$ cat src/rtl/core/i2cs_pkg.sv
// Shared types and constants for the I2C bus sniffer capture core.
// Used by i2cs_ctrl, i2cs_dp and i2c_bus_sniffer_capture_core; depends on nothing.

package i2cs_pkg;

    localparam int BYTE_BITS = 8;

    typedef enum logic [1:0] {
        CMD_SCL_RISE = 2'd0,
        CMD_SDA_EDGE = 2'd1,
        CMD_READ     = 2'd2,
        CMD_NOP      = 2'd3
    } t_cmd;

    typedef struct packed {
        t_cmd       cmd;
        logic       scl_level;
        logic       sda_level;
        logic [2:0] read_frame;
        logic [4:0] read_byte;
    } t_in_item;

    typedef struct packed {
        logic [7:0] byte_value;
        logic       ack_seen;
        logic [5:0] frame_bytes;
        logic [3:0] frame_bits;
        logic [2:0] frame_now;
        logic       bus_busy;
        logic       store_wrapped;
    } t_out_item;

    typedef enum logic [2:0] {
        ST_CLEAR,
        ST_IDLE,
        ST_CNT_RD,
        ST_STORE_RD,
        ST_EXEC
    } t_state;

    // Controller to datapath commands
    typedef struct packed {
        logic clear;
        logic load;
        logic cnt_rd;
        logic store_rd;
        logic exec;
    } t_dp_ctrl;

    // Datapath to controller status
    typedef struct packed {
        logic clear_last;
        logic out_free;
        logic wrap;
    } t_dp_stat;

endpackage

$ cat src/rtl/core/i2cs_ctrl.sv
// Sequencer for the sniffer core: clear sweep, item accept, memory read steps, commit.
// Depends on i2cs_pkg.

module i2cs_ctrl
    import i2cs_pkg::*;
(
    input  logic     i_clk,
    input  logic     i_rst_n,
    input  logic     i_in_valid,
    output logic     o_in_ready,
    input  t_dp_stat i_stat,
    output t_dp_ctrl o_ctrl
);

    t_state r_state;
    t_state n_state;

    always_ff @(posedge i_clk) begin
        if (!i_rst_n) begin
            r_state <= ST_CLEAR;
        end else begin
            r_state <= n_state;
        end
    end

    always_comb begin
        n_state = r_state;
        case (r_state)
            ST_CLEAR: begin
                if (i_stat.clear_last) begin
                    n_state = ST_IDLE;
                end
            end
            ST_IDLE: begin
                if (i_in_valid) begin
                    n_state = ST_CNT_RD;
                end
            end
            ST_CNT_RD:   n_state = ST_STORE_RD;
            ST_STORE_RD: n_state = ST_EXEC;
            ST_EXEC: begin
                // hold until the output register can take the result
                if (i_stat.out_free) begin
                    n_state = i_stat.wrap ? ST_CLEAR : ST_IDLE;
                end
            end
            default:     n_state = ST_CLEAR;
        endcase
    end

    always_comb begin
        o_ctrl     = '0;
        o_in_ready = 1'b0;
        case (r_state)
            ST_CLEAR:    o_ctrl.clear = 1'b1;
            ST_IDLE: begin
                o_in_ready  = 1'b1;
                o_ctrl.load = i_in_valid;
            end
            ST_CNT_RD:   o_ctrl.cnt_rd = 1'b1;
            ST_STORE_RD: o_ctrl.store_rd = 1'b1;
            ST_EXEC:     o_ctrl.exec = i_stat.out_free;
            default:     o_ctrl = '0;
        endcase
    end

endmodule

$ cat src/rtl/core/i2cs_dp.sv
// Datapath of the sniffer core: bus flags, frame pointer, count and byte/ack memories,
// output register. Depends on i2cs_pkg; sequenced by i2cs_ctrl.

module i2cs_dp
    import i2cs_pkg::*;
#(
    parameter int FRAMES      = 8,
    parameter int FRAME_BYTES = 32
) (
    input  logic      i_clk,
    input  logic      i_rst_n,
    input  t_dp_ctrl  i_ctrl,
    output t_dp_stat  o_stat,
    input  t_in_item  i_in_item,
    input  logic      i_out_ready,
    output logic      o_out_valid,
    output t_out_item o_out_item
);

    localparam int STORE_SIZE = FRAMES * FRAME_BYTES;
    localparam int FW         = $clog2(FRAMES);
    localparam int SAW        = $clog2(STORE_SIZE);
    localparam int BCW        = $clog2(FRAME_BYTES + 1);
    localparam int AWW        = SAW + 9;

    // item and bus state
    t_in_item          r_item;
    logic              r_started;
    logic              r_first_pend;
    logic [FW-1:0]     r_ptr;
    logic [SAW-1:0]    r_clr;

    // memories and their read registers
    logic [3:0]        r_bits_mem  [FRAMES];
    logic [BCW-1:0]    r_bytes_mem [FRAMES];
    logic [7:0]        r_byte_mem  [STORE_SIZE];
    logic              r_ack_mem   [STORE_SIZE];
    logic [3:0]        r_cnt_bits;
    logic [BCW-1:0]    r_cnt_bytes;
    logic [7:0]        r_st_byte;
    logic              r_st_ack;

    logic              r_out_valid;
    t_out_item         r_out_item;
    t_out_item         n_out_item;

    logic              n_started;
    logic              n_first_pend;
    logic [FW-1:0]     n_ptr;

    logic [FW+2:0]     rf_ext;
    logic              rf_ok;
    logic              rb_ok;
    logic              is_read;
    logic [FW-1:0]     cnt_raddr;
    logic [AWW-1:0]    addr_frame;
    logic [AWW-1:0]    addr_byte;
    logic [AWW-1:0]    addr_wide;
    logic [SAW-1:0]    st_addr;

    logic              sda_evt;
    logic              is_stop;
    logic              is_start;
    logic              is_wrap;
    logic              is_scl;
    logic              room;
    logic              shifting;

    logic              byte_we;
    logic              ack_we;
    logic              cnt_we;
    logic              clr_cnt;
    logic [SAW-1:0]    st_waddr;
    logic [7:0]        byte_wdata;
    logic              ack_wdata;
    logic [FW-1:0]     cnt_waddr;
    logic [3:0]        bits_wdata;
    logic [BCW-1:0]    bytes_wdata;

    logic [FW+2:0]     ptr_ext;
    logic [BCW+5:0]    bcnt_ext;

    // addressing
    always_comb begin
        rf_ext     = (FW + 3)'(r_item.read_frame);
        rf_ok      = int'(r_item.read_frame) < FRAMES;
        rb_ok      = int'(r_item.read_byte) < FRAME_BYTES;
        is_read    = (r_item.cmd == CMD_READ);
        cnt_raddr  = is_read ? rf_ext[FW-1:0] : r_ptr;
        addr_frame = is_read ? AWW'(rf_ext) : AWW'(r_ptr);
        addr_byte  = is_read ? AWW'(r_item.read_byte) : AWW'(r_cnt_bytes);
        addr_wide  = addr_frame * AWW'(FRAME_BYTES) + addr_byte;
        st_addr    = addr_wide[SAW-1:0];
    end

    // bus events
    always_comb begin
        sda_evt  = (r_item.cmd == CMD_SDA_EDGE) && r_item.scl_level;
        is_stop  = sda_evt && r_started && r_item.sda_level;
        is_start = sda_evt && !r_item.sda_level;
        is_wrap  = is_start && !r_first_pend && (int'(r_ptr) + 1 >= FRAMES);

        n_started    = r_started;
        n_first_pend = r_first_pend;
        n_ptr        = r_ptr;
        if (is_stop) begin
            n_started = 1'b0;
        end else if (is_start) begin
            n_started    = !is_wrap;
            n_first_pend = is_wrap;
            if (!r_first_pend) begin
                n_ptr = is_wrap ? '0 : r_ptr + FW'(1);
            end
        end
    end

    // capture writes
    always_comb begin
        is_scl   = (r_item.cmd == CMD_SCL_RISE) && r_started;
        room     = int'(r_cnt_bytes) < FRAME_BYTES;
        shifting = r_cnt_bits < 4'(BYTE_BITS);
        clr_cnt  = i_ctrl.clear && (int'(r_clr) < FRAMES);

        byte_we    = i_ctrl.clear || (i_ctrl.exec && is_scl && shifting && room);
        ack_we     = i_ctrl.clear || (i_ctrl.exec && is_scl && !shifting && room);
        st_waddr   = i_ctrl.clear ? r_clr : st_addr;
        byte_wdata = i_ctrl.clear ? 8'd0 : {r_st_byte[6:0], r_item.sda_level};
        ack_wdata  = i_ctrl.clear ? 1'b0 : !r_item.sda_level;

        cnt_we    = clr_cnt || (i_ctrl.exec && is_scl);
        cnt_waddr = i_ctrl.clear ? r_clr[FW-1:0] : r_ptr;
        if (i_ctrl.clear) begin
            bits_wdata  = '0;
            bytes_wdata = '0;
        end else if (shifting) begin
            bits_wdata  = r_cnt_bits + 4'd1;
            bytes_wdata = r_cnt_bytes;
        end else begin
            bits_wdata  = '0;
            bytes_wdata = room ? r_cnt_bytes + BCW'(1) : r_cnt_bytes;
        end
    end

    // result
    always_comb begin
        ptr_ext  = (FW + 3)'(n_ptr);
        bcnt_ext = (BCW + 6)'(r_cnt_bytes);

        n_out_item               = '0;
        n_out_item.frame_now     = ptr_ext[2:0];
        n_out_item.bus_busy      = n_started;
        n_out_item.store_wrapped = is_wrap;
        if (is_read && rf_ok) begin
            n_out_item.frame_bytes = bcnt_ext[5:0];
            n_out_item.frame_bits  = r_cnt_bits;
            if (rb_ok) begin
                n_out_item.byte_value = r_st_byte;
                n_out_item.ack_seen   = r_st_ack;
            end
        end
    end

    always_ff @(posedge i_clk) begin
        if (!i_rst_n) begin
            r_started    <= 1'b0;
            r_first_pend <= 1'b1;
            r_ptr        <= '0;
            r_clr        <= '0;
            r_out_valid  <= 1'b0;
        end else begin
            if (i_ctrl.exec) begin
                r_started    <= n_started;
                r_first_pend <= n_first_pend;
                r_ptr        <= n_ptr;
            end
            if (i_ctrl.clear) begin
                r_clr <= (r_clr == SAW'(STORE_SIZE - 1)) ? '0 : r_clr + SAW'(1);
            end
            if (i_ctrl.exec) begin
                r_out_valid <= 1'b1;
            end else if (i_out_ready) begin
                r_out_valid <= 1'b0;
            end
        end
    end

    always_ff @(posedge i_clk) begin
        if (i_ctrl.load) begin
            r_item <= i_in_item;
        end
        if (i_ctrl.exec) begin
            r_out_item <= n_out_item;
        end
    end

    // per-frame counts
    always_ff @(posedge i_clk) begin
        if (cnt_we) begin
            r_bits_mem[cnt_waddr]  <= bits_wdata;
            r_bytes_mem[cnt_waddr] <= bytes_wdata;
        end
        if (i_ctrl.cnt_rd) begin
            r_cnt_bits  <= r_bits_mem[cnt_raddr];
            r_cnt_bytes <= r_bytes_mem[cnt_raddr];
        end
    end

    // byte and ack store
    always_ff @(posedge i_clk) begin
        if (byte_we) begin
            r_byte_mem[st_waddr] <= byte_wdata;
        end
        if (ack_we) begin
            r_ack_mem[st_waddr] <= ack_wdata;
        end
        if (i_ctrl.store_rd) begin
            r_st_byte <= r_byte_mem[st_addr];
            r_st_ack  <= r_ack_mem[st_addr];
        end
    end

    assign o_stat.clear_last = i_ctrl.clear && (r_clr == SAW'(STORE_SIZE - 1));
    assign o_stat.out_free   = !r_out_valid || i_out_ready;
    assign o_stat.wrap       = is_wrap;
    assign o_out_valid       = r_out_valid;
    assign o_out_item        = r_out_item;

endmodule

$ cat src/rtl/core/i2c_bus_sniffer_capture_core.sv
// Top level of the passive I2C sniffer with frame capture store.
// Depends on i2cs_pkg, i2cs_ctrl and i2cs_dp.
//
//   channel | direction | handshake               | payload
//   --------+-----------+-------------------------+-----------------------
//   in      | input     | i_in_valid / o_in_ready | i_in_item  (t_in_item)
//   out     | output    | o_out_valid/ i_out_ready| o_out_item (t_out_item)
//
// Each item goes through accept, count memory read, byte/ack memory read and commit, in order.
// Commit waits while the output register still holds an untaken result; the next
// item can be accepted as soon as the commit is done.
// After reset and after a start that wraps the store, a clear sweep writes one store
// entry per cycle over all FRAMES * FRAME_BYTES entries (256 by default), with o_in_ready low.

module i2c_bus_sniffer_capture_core
    import i2cs_pkg::*;
#(
    parameter int FRAMES      = 8,
    parameter int FRAME_BYTES = 32
) (
    input  logic      i_clk,
    input  logic      i_rst_n,
    input  logic      i_in_valid,
    output logic      o_in_ready,
    input  t_in_item  i_in_item,
    output logic      o_out_valid,
    input  logic      i_out_ready,
    output t_out_item o_out_item
);

    t_dp_ctrl ctrl;
    t_dp_stat stat;

    i2cs_ctrl u_ctrl (
        .i_clk      (i_clk),
        .i_rst_n    (i_rst_n),
        .i_in_valid (i_in_valid),
        .o_in_ready (o_in_ready),
        .i_stat     (stat),
        .o_ctrl     (ctrl)
    );

    i2cs_dp #(
        .FRAMES      (FRAMES),
        .FRAME_BYTES (FRAME_BYTES)
    ) u_dp (
        .i_clk       (i_clk),
        .i_rst_n     (i_rst_n),
        .i_ctrl      (ctrl),
        .o_stat      (stat),
        .i_in_item   (i_in_item),
        .i_out_ready (i_out_ready),
        .o_out_valid (o_out_valid),
        .o_out_item  (o_out_item)
    );

`ifndef NO_ASSERTIONS
    // one item at a time: no accept right after an accept
    a_one_item: assert property (@(posedge i_clk) disable iff (!i_rst_n)
        i_in_valid && o_in_ready |=> !o_in_ready)
        else $error("input accepted while previous item in flight");

    // a wrap leaves the pointer at zero and the bus free
    a_wrap_state: assert property (@(posedge i_clk) disable iff (!i_rst_n)
        o_out_valid && o_out_item.store_wrapped |->
            o_out_item.frame_now == 3'd0 && !o_out_item.bus_busy)
        else $error("wrapped result with nonzero frame or busy bus");

    // a new result appears only from a commit
    a_out_from_exec: assert property (@(posedge i_clk) disable iff (!i_rst_n)
        $rose(o_out_valid) |-> $past(ctrl.exec))
        else $error("output valid without commit");

    // no item taken during the clear sweep
    a_clear_blocks: assert property (@(posedge i_clk) disable iff (!i_rst_n)
        ctrl.clear |-> !o_in_ready)
        else $error("input ready during store clear");
`endif

endmodule

$ cat config.mk
export PLATFORM = sky130hd
export DESIGN_NAME = i2c_bus_sniffer_capture_core
export DESIGN_NICKNAME = d
export VERILOG_FILES = /design/src/rtl/core/i2cs_pkg.sv /design/src/rtl/core/i2cs_ctrl.sv /design/src/rtl/core/i2cs_dp.sv /design/src/rtl/core/i2c_bus_sniffer_capture_core.sv
export SDC_FILE = /design/constraint.sdc
export NUM_CORES = 2
export LEC_CHECK = 0
export BUFFER_PORTS_ARGS = -buffer_cell sky130_fd_sc_hd__buf_2
export CORE_ASPECT_RATIO = 1.5
export CORE_MARGIN = 3
export CORE_UTILIZATION = 40
export CTS_BUF_LIST = sky130_fd_sc_hd__clkbuf_16
export DETAILED_ROUTE_END_ITERATION = 8
export PLACE_DENSITY = 0.58
export SLEW_MARGIN = 20
export SYNTH_ARGS = -nofsm -noshare
export SYNTH_HDL_FRONTEND = slang
export SYNTH_SLANG_ARGS = --single-unit
export TNS_END_PERCENT = 5
$ cat constraint.sdc
create_clock -name i_clk -period 17.8 [get_ports i_clk]
set_input_delay 0 -clock i_clk [delete_from_list [all_inputs] [get_ports i_clk]]
set_output_delay 0 -clock i_clk [all_outputs]
set_load 0.03 [all_outputs]
==> Flow_metrics.wiki <==
{| class="wikitable"
! Metric !! Value
|-
| Die height || 612 um
|-
| Detailed-route via count || 57505
|-
| Count of standard-cell rows || 222
|-
| Crit Path Category || flip-flop to flip-flop
|-
| Number of synthesized flops with an enable pin || 2439
|-
| H-tree depth || 4
|-
| Actual slew at the worst max-slew pin || 1350 ps
|-
| Sw Ratio || 19.6%
|-
| Post-route DRC violation count || 0
|-
| Part of the total power dissipated in combinational logic || 0.7%
|-
| Worst IR Drop VDD || 0.0743 mV
|-
| Run status || finished, final reports clean
|-
| Final cell count without fillers || 9977
|-
| Num CTS Buffers || 219
|-
| Setup Slack @ Placement || 11250 ps
|-
| Leakage power summed over all cells || 0.0361 uW
|-
| Fmax achieved || 0.152 GHz
|-
| Prevailing post-synth register cell || sky130_fd_sc_hd__edfxtp_1
|-
| Met3 usage || 3.33%
|-
| Global-route wire length before repair || 420 mm
|-
| Simple logic cell fraction of the synthesized area || 10.8%
|-
| Clock input transition at the sequential cells of the worst setup and hold paths || 70 ps
|-
| Max-cap violations || 0
|-
| Met1 capacity usage during global routing || 25.9%
|-
| Remaining Overflow, GRT || 0
|-
| Number of global-route vias before repair || 57272
|-
| HPWL Detailed || 185 mm
|-
| Top-Level Pins || 42
|-
| RSZ-0062 raised after global routing || false
|-
| Share of synthesized area spent on multiplexers || 6.76%
|-
| Met2 layer usage reported by global route || 41.4%
|-
| Remaining antenna violation count || 0
|-
| Chip width || 410 um
|-
| Number of gates resized after CTS || 0
|-
| Combinational family with the most area after synthesis || simple AND/OR/NAND/NOR gates
|-
| Tightest slew margin relative to the limit || 9.76%
|-
| Kind of start point of the critical path || flip-flop
|-
| Main area contributors after synthesis || sky130_fd_sc_hd__edfxtp_1 75%, sky130_fd_sc_hd__nand2_1 4.9%, sky130_fd_sc_hd__mux4_2 3.5%
|-
| Hold WC Path Type || input port to flip-flop
|-
| Number of instances in the placed design || 9557
|-
| Fraction of synthesized cell area in xor and xnor cells || 0.125%
|-
| Clock tree from TritonCTS || done
|-
| Clock latency reported for the late side of the worst-skew pair || 880 ps
|-
| Yosys warning count || 0
|-
| Net total in the final layout || 6582
|-
| Post-Syn Nets || 6569
|-
| Final max-slew violation count || 0
|-
| Vias/cell || 5.76
|-
| Worst hold slack || 59.3 ps
|-
| Seq/Total Area, Yosys || 75.0%
|-
| Cell internal pwr || 8920 uW
|-
| Share of final-layout standard cells stronger than drive strength 1 || 10.8%
|-
| Synthesized-area fraction occupied by adder cells || 0.0766%
|-
| Compound-cell area share of the yosys netlist || 4.48%
|-
| Critical path required time || 18400 ps
|-
| Switching power || 2170 uW
|-
| Share of the clock period used by the worst path || 37.0%
|-
| Fraction of power consumed by the clock network || 42.6%
|-
| Synthesis-to-layout area growth || 10.6%
|-
| Area of the die || 0.251 mm2
|-
| Kind of capture point of the worst setup path || flip-flop
|-
| Violation count after the first detailed-routing iteration || 6698
|-
| Sequential power share || 56.7%
|-
| Final Hold Viols || 0
|-
| Layer carrying the most global-route usage || met2
|-
| Dominant cell type by area after synthesis || sky130_fd_sc_hd__edfxtp_1
|-
| Sum Neg Setup Slack || 0 ps
|-
| Routed wire length || 299 mm
|-
| Worst endpoint data arrival time || 7180 ps
|-
| Global routing usage summed across all routing layers || 23.3%
|-
| Power Dens Cells || 102 mW/mm2
|-
| Initial standard-cell utilization of the core || 40.2%
|-
| Cell at the root of the clock tree || sky130_fd_sc_hd__clkbuf_16
|-
| Worst Skew || 46.8 ps
|-
| Final setup margin || 11220 ps
|-
| Total clock sinks || 2456
|-
| Number of setup violations in the final report || 0
|-
| Max Buffers Root-to-Sink || 4
|-
| Port Buf Inserts || 41
|-
| Post-synth top area share || 74.7%
|-
| Maximum fanout encountered on the critical timing path || 126
|-
| Time the worst path needs with I/O delays and setup || 6580 ps
|-
| Number of register bits inferred by synthesis || 2456
|-
| Number of buffers added to fix hold violations after cts || 30
|-
| Async set-reset flop share out of synthesis || 0%
|-
| Total core area || 0.244 mm2
|-
| Post-Synthesis Cell Area || 0.0981 mm2
|-
| Post-synthesis cell count || 6547
|-
| Post-DR wirelength/cell || 29.9 um
|-
| Distinct cell type count of the synthesized netlist || 78
|-
| Post-synthesis average cell area || 15.0 um2
|-
| Setup bufs post-CTS || 0
|-
| Final GP Congestion || 0.906
|-
| Number of search-and-repair iterations in the first detailed-routing pass || 6
|-
| Pin count of the biggest net entering global routing || 257
|-
| Number of antenna violations at the first check in global routing || 8
|}
## final timing paths
kind	from	to	slack, ps	cells past startpoint
worst max-delay path	u_dp.r_item[10]	u_dp.r_st_byte[6]	11220	11
worst min-delay path	i_rst_n	u_dp.r_clr[0]	60	4
worst min register to register	u_dp.r_first_pend	u_dp.r_first_pend	520	1
worst max register to register	u_dp.r_item[10]	u_dp.r_st_byte[6]	11220	11
## registers in the layout, summed over array words and instances, names as in the netlist
signal / count
u_ctrl.r_state: 3
u_dp.o_out_item: 24
u_dp.o_out_valid: 1
u_dp.r_ack_mem: 256
u_dp.r_bits_mem: 32
u_dp.r_byte_mem: 2048
u_dp.r_bytes_mem: 48
u_dp.r_clr: 8
u_dp.r_cnt_bits: 4
u_dp.r_cnt_bytes: 6
u_dp.r_first_pend: 1
u_dp.r_item: 12
u_dp.r_ptr: 3
u_dp.r_st_ack: 1
u_dp.r_st_byte: 8
u_dp.r_started: 1
## critical path, cell delays in order (launching register included)
cell,delay [ps]
sky130_fd_sc_hd__edfxtp_1,540
sky130_fd_sc_hd__nand2b_4,400
sky130_fd_sc_hd__a21oi_4,260
sky130_fd_sc_hd__buf_12,490
sky130_fd_sc_hd__buf_4,800
sky130_fd_sc_hd__buf_4,730
sky130_fd_sc_hd__buf_4,620
sky130_fd_sc_hd__mux4_2,630
sky130_fd_sc_hd__nand3_1,120
sky130_fd_sc_hd__nand4_1,420
sky130_fd_sc_hd__nor3_1,770
sky130_fd_sc_hd__a211oi_2,100
## layout make-up
type / count / area [um2]
fillers: 21585 / 135000
flip-flops and latches: 2456 / 73600
multi-input cells: 3645 / 22000
clock buffers: 221 / 5530
well taps: 3248 / 4060
repair buffers: 219 / 1720
clock inverters: 166 / 1440
inverters: 19 / 71.3
diodes: 3 / 7.51
## cells by family after synthesis
group           count (synthesis)
mux                           442
buf+inv                       446
compound gates                671
fa+ha+maj                       6
flops                        2456
simple gates                 2512
xor+xnor                       14
## metrics by stage
stage	utilization (%)	cell area, um2	total power [uW]
floorplan	-	98100	6440
global placement	41.5	101000	6480
detailed placement	41.5	101000	6480
CTS	44.5	108000	11100
global route	44.5	108000	11300
finish	44.5	108000	11100
## metal layers
| layer | vias to the layer above | routed length, um |
|---|---|---|
| li1 | 24723 | - |
| met1 | 29434 | 102000 |
| met2 | 2584 | 153000 |
| met3 | 758 | 20200 |
| met4 | 6 | 23500 |
| met5 | - | 34 |
## synthesized netlist by cell type, types with 4 or more instances
master	instances
sky130_fd_sc_hd__nor3_1	39
sky130_fd_sc_hd__o21ai_1	4
sky130_fd_sc_hd__nand2_1	1270
sky130_fd_sc_hd__nor4_1	31
sky130_fd_sc_hd__and3_1	10
sky130_fd_sc_hd__dfxtp_1	17
sky130_fd_sc_hd__nor2b_1	6
sky130_fd_sc_hd__buf_6	50
sky130_fd_sc_hd__nand3_1	405
sky130_fd_sc_hd__xor2_1	6
sky130_fd_sc_hd__a21oi_1	166
sky130_fd_sc_hd__o21ai_0	61
sky130_fd_sc_hd__edfxtp_1	2439
sky130_fd_sc_hd__ha_1	6
sky130_fd_sc_hd__a22oi_1	43
sky130_fd_sc_hd__o31ai_1	4
sky130_fd_sc_hd__a211oi_1	24
sky130_fd_sc_hd__and3b_1	5
sky130_fd_sc_hd__nand4_1	90
sky130_fd_sc_hd__a2111oi_0	7
sky130_fd_sc_hd__xnor2_1	8
sky130_fd_sc_hd__nand2_2	6
sky130_fd_sc_hd__mux4_2	154
sky130_fd_sc_hd__o22ai_1	95
sky130_fd_sc_hd__and2_1	32
sky130_fd_sc_hd__buf_8	18
sky130_fd_sc_hd__o2111ai_1	7
sky130_fd_sc_hd__buf_4	35
sky130_fd_sc_hd__clkbuf_1	188
sky130_fd_sc_hd__mux4_1	16
sky130_fd_sc_hd__o211ai_1	7
sky130_fd_sc_hd__inv_1	17
sky130_fd_sc_hd__nand3b_1	5
sky130_fd_sc_hd__buf_1	16
sky130_fd_sc_hd__a32oi_1	67
sky130_fd_sc_hd__a22o_1	14
sky130_fd_sc_hd__buf_2	112
sky130_fd_sc_hd__mux2i_1	266
sky130_fd_sc_hd__nor2_1	581
sky130_fd_sc_hd__a31oi_1	139
sky130_fd_sc_hd__or3_1	4
sky130_fd_sc_hd__buf_12	8
sky130_fd_sc_hd__nor3b_1	6
## power groups by stage
stage                     sequential [uW]  clock (uW)  combinational [uW]
after floorplan                      6410           0                33.1
after global placement               6410           0                72.4
after detailed placement             6410           0                72.3
after CTS                            6280        4770                77.5
after global routing                 6280        4980                81.0
final                                6280        4730                78.2
## cells in the final DEF, fill, tap and decap left out, drive strengths merged, types with 6 or more instances in the layout
cell type       n
nor4           33
a32oi          67
o21ai          65
a211oi         27
mux2i         268
nand3         405
and2           32
clkinv         95
buf           189
dlygate4sd3    30
nor2          584
clkinvlp        8
o31ai           8
inv            56
nand2        1276
edfxtp       2439
ha              6
xnor2           8
a2111oi         7
a22o           14
o22ai          95
bufinv         26
o211ai          7
xor2            6
o2111ai         7
nand4          90
a31oi         140
and3           10
nor3b           6
nor3           40
a22oi          43
a21oi         168
nor2b           7
clkbuf        221
dfxtp          17
mux4          170
Note: power is estimated with default switching activity, not from simulation.
